### src/rtl/interval_lane_allocator_defines.svh
// Assertion macros shared by the lane allocator RTL.
`ifndef INTERVAL_LANE_ALLOCATOR_DEFINES_SVH
`define INTERVAL_LANE_ALLOCATOR_DEFINES_SVH

// Same-cycle implication, disabled while reset is held.
`define ILA_ASSERT_IMP(lbl, clk, rst_n, ante, cons) \
    lbl: assert property (@(posedge clk) disable iff (!rst_n) (ante) |-> (cons)) \
        else $error("ila assertion failed");

// Next-cycle implication, disabled while reset is held.
`define ILA_ASSERT_NXT(lbl, clk, rst_n, ante, cons) \
    lbl: assert property (@(posedge clk) disable iff (!rst_n) (ante) |=> (cons)) \
        else $error("ila assertion failed");

`endif

### src/rtl/ila_pkg.sv
`timescale 1ns / 1ps
package ila_pkg;

    localparam int MAX_LANES_DEF = 32;

    localparam int DEV_W     = 8;
    localparam int STRM_W    = 16;
    localparam int KEY_W     = DEV_W + STRM_W;
    localparam int TIME_W    = 63;
    localparam int LANE_IDX_W = 5;
    localparam int TID_W     = 16;

    localparam logic [TID_W-1:0] TID_FIRST = 16'h0001;
    localparam logic [TID_W-1:0] TID_LAST  = 16'hFFFF;

endpackage

### src/rtl/ila_if.sv
`timescale 1ns / 1ps
interface ila_in_if;
    logic                           valid;
    logic                           ready;
    logic [ila_pkg::DEV_W-1:0]      device_id;
    logic [ila_pkg::STRM_W-1:0]     stream_id;
    logic [ila_pkg::TIME_W-1:0]     start_time;
    logic [ila_pkg::TIME_W-1:0]     end_time;

    modport source (output valid, device_id, stream_id, start_time, end_time,
                    input ready);
    modport sink   (input valid, device_id, stream_id, start_time, end_time,
                    output ready);
endinterface

interface ila_out_if;
    logic                           valid;
    logic                           ready;
    logic [ila_pkg::LANE_IDX_W-1:0] lane_index;
    logic [ila_pkg::TID_W-1:0]      lane_thread_id;
    logic                           new_lane;
    logic                           overflow;

    modport source (output valid, lane_index, lane_thread_id, new_lane, overflow,
                    input ready);
    modport sink   (input valid, lane_index, lane_thread_id, new_lane, overflow,
                    output ready);
endinterface

### src/rtl/ila_ram.sv
`timescale 1ns / 1ps
module ila_ram #(
    parameter int WIDTH = 8,
    parameter int DEPTH = 32
) (
    input  logic                                       i_clk,
    input  logic                                       i_we,
    input  logic [((DEPTH > 1) ? $clog2(DEPTH) : 1)-1:0] i_waddr,
    input  logic [WIDTH-1:0]                           i_wdata,
    input  logic [((DEPTH > 1) ? $clog2(DEPTH) : 1)-1:0] i_raddr,
    output logic [WIDTH-1:0]                           o_rdata
);
    logic [WIDTH-1:0] r_mem [DEPTH];
    logic [WIDTH-1:0] r_rdata;

    always_ff @(posedge i_clk) begin
        if (i_we) begin
            r_mem[i_waddr] <= i_wdata;
        end
        r_rdata <= r_mem[i_raddr];
    end

    assign o_rdata = r_rdata;
endmodule

### src/rtl/interval_lane_allocator.sv
// Lane allocator, one transaction in flight. An input transaction is taken in IDLE,
// each open lane of its group is read from the lane RAM and compared in SCAN, and the
// result is registered in DONE; the next input is taken only back in IDLE, and a
// waiting result that is not yet taken holds the block in DONE.
// Reset (synchronous, active low) clears busy bits, counters and group at once;
// lane end/thread RAM is not cleared and is read only for lanes already opened.
`timescale 1ns / 1ps
`include "interval_lane_allocator_defines.svh"
module interval_lane_allocator #(
    parameter int MAX_LANES = ila_pkg::MAX_LANES_DEF
) (
    input  logic       i_clk,
    input  logic       i_rst_n,
    ila_in_if.sink     i_in,
    ila_out_if.source  o_out
);
    localparam int IW = (MAX_LANES > 1) ? $clog2(MAX_LANES) : 1;
    localparam int CW = $clog2(MAX_LANES + 1);
    localparam int RW = ila_pkg::TIME_W + ila_pkg::TID_W;

    typedef enum logic [1:0] {S_IDLE, S_SCAN, S_DONE} t_state;

    t_state                        r_state;
    logic [MAX_LANES-1:0]          r_busy;
    logic [CW-1:0]                 r_open;
    logic [CW-1:0]                 r_idx;
    logic [ila_pkg::TID_W-1:0]     r_next_tid;
    logic [ila_pkg::KEY_W-1:0]     r_group;
    logic                          r_group_vld;
    logic [ila_pkg::TIME_W-1:0]    r_start;
    logic [ila_pkg::TIME_W-1:0]    r_end;
    logic                          r_cmp_v;
    logic [IW-1:0]                 r_cidx;
    logic                          r_found;
    logic [IW-1:0]                 r_pick;
    logic [ila_pkg::TID_W-1:0]     r_ptid;

    logic                          r_ov;
    logic [ila_pkg::LANE_IDX_W-1:0] r_o_idx;
    logic [ila_pkg::TID_W-1:0]     r_o_tid;
    logic                          r_o_new;
    logic                          r_o_ovf;

    logic [ila_pkg::KEY_W-1:0]     in_key;
    logic                          in_take;
    logic                          issue;
    logic [RW-1:0]                 ram_rdata;
    logic [ila_pkg::TIME_W-1:0]    rd_end;
    logic [ila_pkg::TID_W-1:0]     rd_tid;
    logic                          cmp_free;
    logic                          out_free;
    logic                          done_load;
    logic                          full;
    logic                          ram_we;
    logic [IW-1:0]                 ram_waddr;
    logic [RW-1:0]                 ram_wdata;
    logic [ila_pkg::TID_W-1:0]     n_next_tid;

    assign in_key    = {i_in.device_id, i_in.stream_id};
    assign i_in.ready = (r_state == S_IDLE);
    assign in_take   = i_in.valid && (r_state == S_IDLE);

    assign issue     = (r_state == S_SCAN) && (r_idx < r_open);
    assign rd_end    = ram_rdata[RW-1:ila_pkg::TID_W];
    assign rd_tid    = ram_rdata[ila_pkg::TID_W-1:0];
    // a lane is free if idle already or its interval ends at or before this start
    assign cmp_free  = !r_busy[r_cidx] || (rd_end <= r_start);

    assign out_free  = !r_ov || o_out.ready;
    assign done_load = (r_state == S_DONE) && out_free;
    assign full      = (r_open == CW'(MAX_LANES));

    assign n_next_tid = (r_next_tid == ila_pkg::TID_LAST) ? ila_pkg::TID_FIRST
                                                          : r_next_tid + 1'b1;

    assign ram_we    = done_load && (r_found || !full);
    assign ram_waddr = r_found ? r_pick : r_open[IW-1:0];
    assign ram_wdata = {r_end, (r_found ? r_ptid : r_next_tid)};

    ila_ram #(
        .WIDTH (RW),
        .DEPTH (MAX_LANES)
    ) u_lane_ram (
        .i_clk   (i_clk),
        .i_we    (ram_we),
        .i_waddr (ram_waddr),
        .i_wdata (ram_wdata),
        .i_raddr (r_idx[IW-1:0]),
        .o_rdata (ram_rdata)
    );

    always_ff @(posedge i_clk) begin
        if (!i_rst_n) begin
            r_state     <= S_IDLE;
            r_busy      <= '0;
            r_open      <= '0;
            r_idx       <= '0;
            r_next_tid  <= ila_pkg::TID_FIRST;
            r_group     <= '0;
            r_group_vld <= 1'b0;
            r_cmp_v     <= 1'b0;
            r_found     <= 1'b0;
            r_ov        <= 1'b0;
        end else begin
            r_cmp_v <= issue;
            if (r_ov && o_out.ready && !done_load) begin
                r_ov <= 1'b0;
            end
            case (r_state)
                S_IDLE: begin
                    if (in_take) begin
                        r_start <= i_in.start_time;
                        r_end   <= i_in.end_time;
                        r_idx   <= '0;
                        r_found <= 1'b0;
                        if (!r_group_vld || (in_key != r_group)) begin
                            r_busy      <= '0;
                            r_open      <= '0;
                            r_group     <= in_key;
                            r_group_vld <= 1'b1;
                        end
                        r_state <= S_SCAN;
                    end
                end
                S_SCAN: begin
                    if (issue) begin
                        r_idx  <= r_idx + 1'b1;
                        r_cidx <= r_idx[IW-1:0];
                    end
                    if (r_cmp_v && cmp_free) begin
                        r_busy[r_cidx] <= 1'b0;
                        if (!r_found) begin
                            r_found <= 1'b1;
                            r_pick  <= r_cidx;
                            r_ptid  <= rd_tid;
                        end
                    end
                    if (!issue && !r_cmp_v) begin
                        r_state <= S_DONE;
                    end
                end
                S_DONE: begin
                    if (out_free) begin
                        r_ov <= 1'b1;
                        if (r_found) begin
                            r_o_idx        <= ila_pkg::LANE_IDX_W'(r_pick);
                            r_o_tid        <= r_ptid;
                            r_o_new        <= 1'b0;
                            r_o_ovf        <= 1'b0;
                            r_busy[r_pick] <= 1'b1;
                        end else if (full) begin
                            r_o_idx <= '0;
                            r_o_tid <= '0;
                            r_o_new <= 1'b0;
                            r_o_ovf <= 1'b1;
                        end else begin
                            r_o_idx                <= ila_pkg::LANE_IDX_W'(r_open);
                            r_o_tid                <= r_next_tid;
                            r_o_new                <= 1'b1;
                            r_o_ovf                <= 1'b0;
                            r_busy[r_open[IW-1:0]] <= 1'b1;
                            r_open                 <= r_open + 1'b1;
                            r_next_tid             <= n_next_tid;
                        end
                        r_state <= S_IDLE;
                    end
                end
                default: begin
                    r_state <= S_IDLE;
                end
            endcase
        end
    end

    assign o_out.valid          = r_ov;
    assign o_out.lane_index     = r_o_idx;
    assign o_out.lane_thread_id = r_o_tid;
    assign o_out.new_lane       = r_o_new;
    assign o_out.overflow       = r_o_ovf;

    `ILA_ASSERT_IMP(a_open_bound, i_clk, i_rst_n, 1'b1, r_open <= CW'(MAX_LANES))
    `ILA_ASSERT_IMP(a_pick_open, i_clk, i_rst_n, r_found, CW'(r_pick) < r_open)
    `ILA_ASSERT_NXT(a_tid_adv, i_clk, i_rst_n, ram_we && !r_found, r_next_tid != $past(r_next_tid))
endmodule
### src/flat_wrapper.sv
// flat-port wrapper written by rule: the top's interface ports become plain ports
module interval_lane_allocator_flat 
#(
    parameter int MAX_LANES = ila_pkg::MAX_LANES_DEF
)
  (i_clk, i_rst_n, i_in_valid, i_in_device_id, i_in_stream_id, i_in_start_time, i_in_end_time, i_in_ready, o_out_valid, o_out_lane_index, o_out_lane_thread_id, o_out_new_lane, o_out_overflow, o_out_ready);
  ila_in_if i_in_i ();
  ila_out_if o_out_i ();
  input  logic i_clk;
  input  logic i_rst_n;
  input wire logic [$bits(i_in_i.valid)-1:0] i_in_valid;
  input wire logic [$bits(i_in_i.device_id)-1:0] i_in_device_id;
  input wire logic [$bits(i_in_i.stream_id)-1:0] i_in_stream_id;
  input wire logic [$bits(i_in_i.start_time)-1:0] i_in_start_time;
  input wire logic [$bits(i_in_i.end_time)-1:0] i_in_end_time;
  output wire logic [$bits(i_in_i.ready)-1:0] i_in_ready;
  output wire logic [$bits(o_out_i.valid)-1:0] o_out_valid;
  output wire logic [$bits(o_out_i.lane_index)-1:0] o_out_lane_index;
  output wire logic [$bits(o_out_i.lane_thread_id)-1:0] o_out_lane_thread_id;
  output wire logic [$bits(o_out_i.new_lane)-1:0] o_out_new_lane;
  output wire logic [$bits(o_out_i.overflow)-1:0] o_out_overflow;
  input wire logic [$bits(o_out_i.ready)-1:0] o_out_ready;
  assign i_in_i.valid = i_in_valid;
  assign i_in_i.device_id = i_in_device_id;
  assign i_in_i.stream_id = i_in_stream_id;
  assign i_in_i.start_time = i_in_start_time;
  assign i_in_i.end_time = i_in_end_time;
  assign i_in_ready = i_in_i.ready;
  assign o_out_valid = o_out_i.valid;
  assign o_out_lane_index = o_out_i.lane_index;
  assign o_out_lane_thread_id = o_out_i.lane_thread_id;
  assign o_out_new_lane = o_out_i.new_lane;
  assign o_out_overflow = o_out_i.overflow;
  assign o_out_i.ready = o_out_ready;
  interval_lane_allocator #(.MAX_LANES(MAX_LANES)) u_core (.i_clk(i_clk), .i_rst_n(i_rst_n), .i_in(i_in_i), .o_out(o_out_i));
endmodule
### config.mk
export PLATFORM = sky130hd
export DESIGN_NAME = interval_lane_allocator_flat
export DESIGN_NICKNAME = d
export VERILOG_FILES = /design/src/rtl/ila_pkg.sv /design/src/rtl/ila_if.sv /design/src/rtl/ila_ram.sv /design/src/rtl/interval_lane_allocator.sv /design/src/flat_wrapper.sv
export VERILOG_INCLUDE_DIRS = /design/src /design/src/rtl
export SDC_FILE = /design/constraint.sdc
export NUM_CORES = 2
export LEC_CHECK = 0
export BUFFER_PORTS_ARGS = -buffer_cell sky130_fd_sc_hd__buf_2
export CAP_MARGIN = 20
export CORE_MARGIN = 2
export CORE_UTILIZATION = 65
export DETAILED_ROUTE_END_ITERATION = 10
export PLACE_DENSITY = 0.82
export SLEW_MARGIN = 15
export SYNTH_ARGS = -nofsm -noshare
export SYNTH_HDL_FRONTEND = slang
export SYNTH_SLANG_ARGS = --single-unit
### constraint.sdc
create_clock -name i_clk -period 16.5 [get_ports i_clk]
set_input_delay 0.825 -clock i_clk [delete_from_list [all_inputs] [get_ports i_clk]]
set_output_delay 0.825 -clock i_clk [all_outputs]
set_load 0.01 [all_outputs]
==> impl_metrics.csv <==
group,metric,value,unit
setup_path,crit_required,17030,ps
die,die_area,172400,sq um
routing,drtIter0Drc,11210,
sta,max_freq,187.8,MHz
setup_path,crit_top_cell,"buf_4",
global_route,grt_antenna_before_repair,19,
logic_synthesis,synth_seq_cells,2872,
logic_synthesis,syn_inst,4850,
status,status,"finished, final reports clean",
placement,io_buffers,178,
sta,skew,56.33,ps
clock_network,cts_resized,0,
clock_network,clock-sinks,2872,
logic_synthesis,synth_cell_types,68,
clock_network,post-cts-setup-buffer-count,0,
layout,mostFrequentLayoutCells,"edfxtp_1 (2703), mux4_2 (790), clkbuf_16 (301)",
placement,dp_hpwl,141.2,mm
logic_synthesis,synth_top_area_cell,"edfxtp_1",
routing,routed-via-count,58230,
die,core,167600,sq um
routing,drcViolationCount,0,
logic_synthesis,ys_warn_count,0,
pwr,finalPower,17.08,mW
pwr,cellPowerDensity,138.5,nW/um^2
logic_synthesis,synth_fp_nets,5082,
layout,utilization,73.58,%
die,rows,150,
global_route,grt_util_all_layers,36.91,%
sta,rsz0062_at_grt,"no",
placement,routabilityCongestion,0.9248,
global_route,grt_pass1_vias,58640,
sta,setup-tns-final,0,ps
routing,wl_per_cell,41.65,um
logic_synthesis,syn_avg_cell_area,22.66,sq um
routing,routed_wl,317.5,mm
layout,layoutNonFillerInstCount,7623,
clock_network,cts_tree,"done",
setup_path,cp_top_family,"simple AND/OR/NAND/NOR gates",
sta,period_share,32.28,%
logic_synthesis,mappedNetlistArea,109900,sq um
setup_path,path_cells,"nor2b_1 -> and3_1 -> nor3_1 -> nand2_1 -> nor2_4 -> buf_4 -> buf_4",
setup_path,crit_fanout,50,
placement,dp.cells,7089,
setup_path,r2r_slack,11170,ps
sta,slew_headroom,19.22,%
sta,fin_crit,5326,ps
clock_network,cts_inserted_buffers,292,
logic_synthesis,synth-seq-area-share,76.92,%
logic_synthesis,synth_flop_cell,"edfxtp_1",
min_path,worstHoldStart,"i_in_start_time[40]",
clock_network,cts_buffer_depth,4,
die,start_util,65.58,%
pwr,p_leak,37.87,nW
flow_run,maxCapViolations,0,
layout,mostFrequentLayoutCell,"edfxtp_1",
pwr,vdd_drop_max,0.1292,mV
clock_network,root_buffer,"clkbuf_16",
setup_path,worstSetupPathType,"flip-flop to flip-flop",
clock_network,clk_pin_slew,70,ps
sta,final-hold-violation-count,0,
die,die_h,415.2,um
routing,ant_nets,0,
setup_path,critPathMaxStageDelay,980,ps
sta,holdWs,36.98,ps
global_route,grt_start_max_net_pins,156,
routing,viasPerCell,7.639,
placement,post_dp_cell_area,113600,sq um
min_path,hold_path.class,"input pin to flip-flop",
setup_path,end_kind,"flip-flop",
setup_path,cp.arrival,5860,ps
layout,fin_nets,5437,
logic_synthesis,synth_edf_count,2703,
layout,seqCellArea,84570,sq um
layout,area_growth,12.19,%
sta,setup_slack,11170,ps
setup_path,slowest_stage,"dfxtp_2",
setup_path,crit_path_start_kind,"flip-flop",
min_path,min_path_cells,1,
setup_path,crit_buf_inv,2,
die,fp.dieW,415.2,um
clock_network,h-tree-depth,5,
routing,drtPass1Iterations,10,
sta,worst_pin_slew,1212,ps
logic_synthesis,async_flop_share,0,%
global_route,grt_overflow,0,
layout,final_cell_area,123300,sq um
clock_network,cts_hold_buf,0,
layout,drive_gt1_share,30.43,%
layout,fillCellCount,8214,
logic_synthesis,synth_top_area_share,73.84,%
global_route,grt_first_pass_wirelength,443.1,mm
logic_synthesis,synthTopCellsByArea,"edfxtp_1 (74%), mux4_2 (16%), dfxtp_1 (3.1%)",
clock_network,clock_latency,970,ps
die,io_pins,179,
sta,drv_slew,0,
layout,multi_input_area,24240,sq um
min_path,hold-path-endpoint,"u_core.r_start[40]$_DFFE_PP_",
placement,dpl_worst_slack,11450,ps
setup_path,r2r.worst_path.cells,7,
sta,setup_viol,0,
setup_path,r2r-end,"u_core.u_lane_ram.r_mem[18][24]$_DFFE_PP_",
setup_path,reg2reg_from,"u_core.r_found$_SDFFE_PN0P_",
-- cell usage after synthesis, types with 5 or more instances --
master,n
nor4_1,5
dfxtp_1,169
clkbuf_1,138
nor2b_1,8
nand2_1,65
mux2_2,95
buf_1,17
o21ai_1,31
ha_1,78
buf_2,76
nand4_1,20
and3_1,12
or3_1,5
mux4_2,790
mux2i_1,48
nor2_1,152
nand2b_1,11
o221ai_1,6
o21ai_0,26
inv_1,79
buf_6,11
xnor2_1,15
xor2_1,24
a21oi_1,73
a22oi_1,32
edfxtp_1,2703
a21o_1,10
nor3_1,20
a22o_1,16
nand3_1,15
o31ai_1,32
-- metal layers --
layer	track usage, %	vias up	wire length, um	part of all wire (%)
met5	0	-	90	0.028
met4	19.28	12	19750	6.2
met3	8.720	1224	39990	13
met2	59.21	6124	156300	49
met1	47.84	29790	101300	32
li1	-	21080	-	-
-- worst max-delay path by stage --
stage,startpoint,cells after the start,to,slack (ps)
after floorplan,i_rst_n,4,u_core.r_end[0]$_DFFE_PP_,9360
after global placement,u_core.r_idx[0]$_SDFFE_PN0P_,6,u_core.u_lane_ram.o_rdata[57]$_DFF_P_,11570
after detailed placement,u_core.r_found$_SDFFE_PN0P_,6,u_core.u_lane_ram.r_mem[20][21]$_DFFE_PP_,11450
after CTS,u_core.r_found$_SDFFE_PN0P_,7,u_core.u_lane_ram.r_mem[18][24]$_DFFE_PP_,11310
after global routing,u_core.r_idx[0]$_SDFFE_PN0P_,6,u_core.u_lane_ram.o_rdata[57]$_DFF_P_,10810
final,u_core.r_found$_SDFFE_PN0P_,7,u_core.u_lane_ram.r_mem[18][24]$_DFFE_PP_,11170
-- flip-flops by register name, indices dropped and copies added (netlist names), 2 cells and up --
register,flops
u_core.u_lane_ram.r_mem,2528
u_core.u_lane_ram.o_rdata,79
u_core.r_end,63
u_core.r_start,63
u_core.r_busy,32
u_core.r_group,24
u_core.o_out.lane_thread_id,16
u_core.r_next_tid,16
u_core.r_ptid,16
u_core.r_idx,6
u_core.r_open,6
u_core.o_out.lane_index,5
u_core.r_cidx,5
u_core.r_pick,5
u_core.r_state,2
-- kinds of logic (layout without fill, tap and decap cells) --
group,Yosys count,in the layout,share of synthesized area [%]
DFF,2872,2872,76.92
muxes,933,933,17.60
and+or+nand+nor,336,336,1.430
buffers and inverters,326,888,1.278
AOI/OAI and AO/OA,266,266,1.574
adders and majority gates,78,78,0.8879
xor gates and xnor gates,39,39,0.3108
other,0,7,0
-- power breakdown --
group / internal (mW) / switching (mW) / leakage [nW]
sequential: 8.26 / 0.284 / 25.3
combinational: 0.827 / 1.00 / 8.07
clock: 3.82 / 2.88 / 4.52
-- cell type report --
cell class,count,share of cell area [%]
antenna,7,0.01420
clock buffer,369,6.437
clock inverter,132,1.065
inverter,83,0.2526
multi-input combinational,1652,19.66
sequential,2872,68.58
tap,2204,2.236
timing repair buffer,304,1.758
Note: power is estimated with default switching activity, not from simulation.
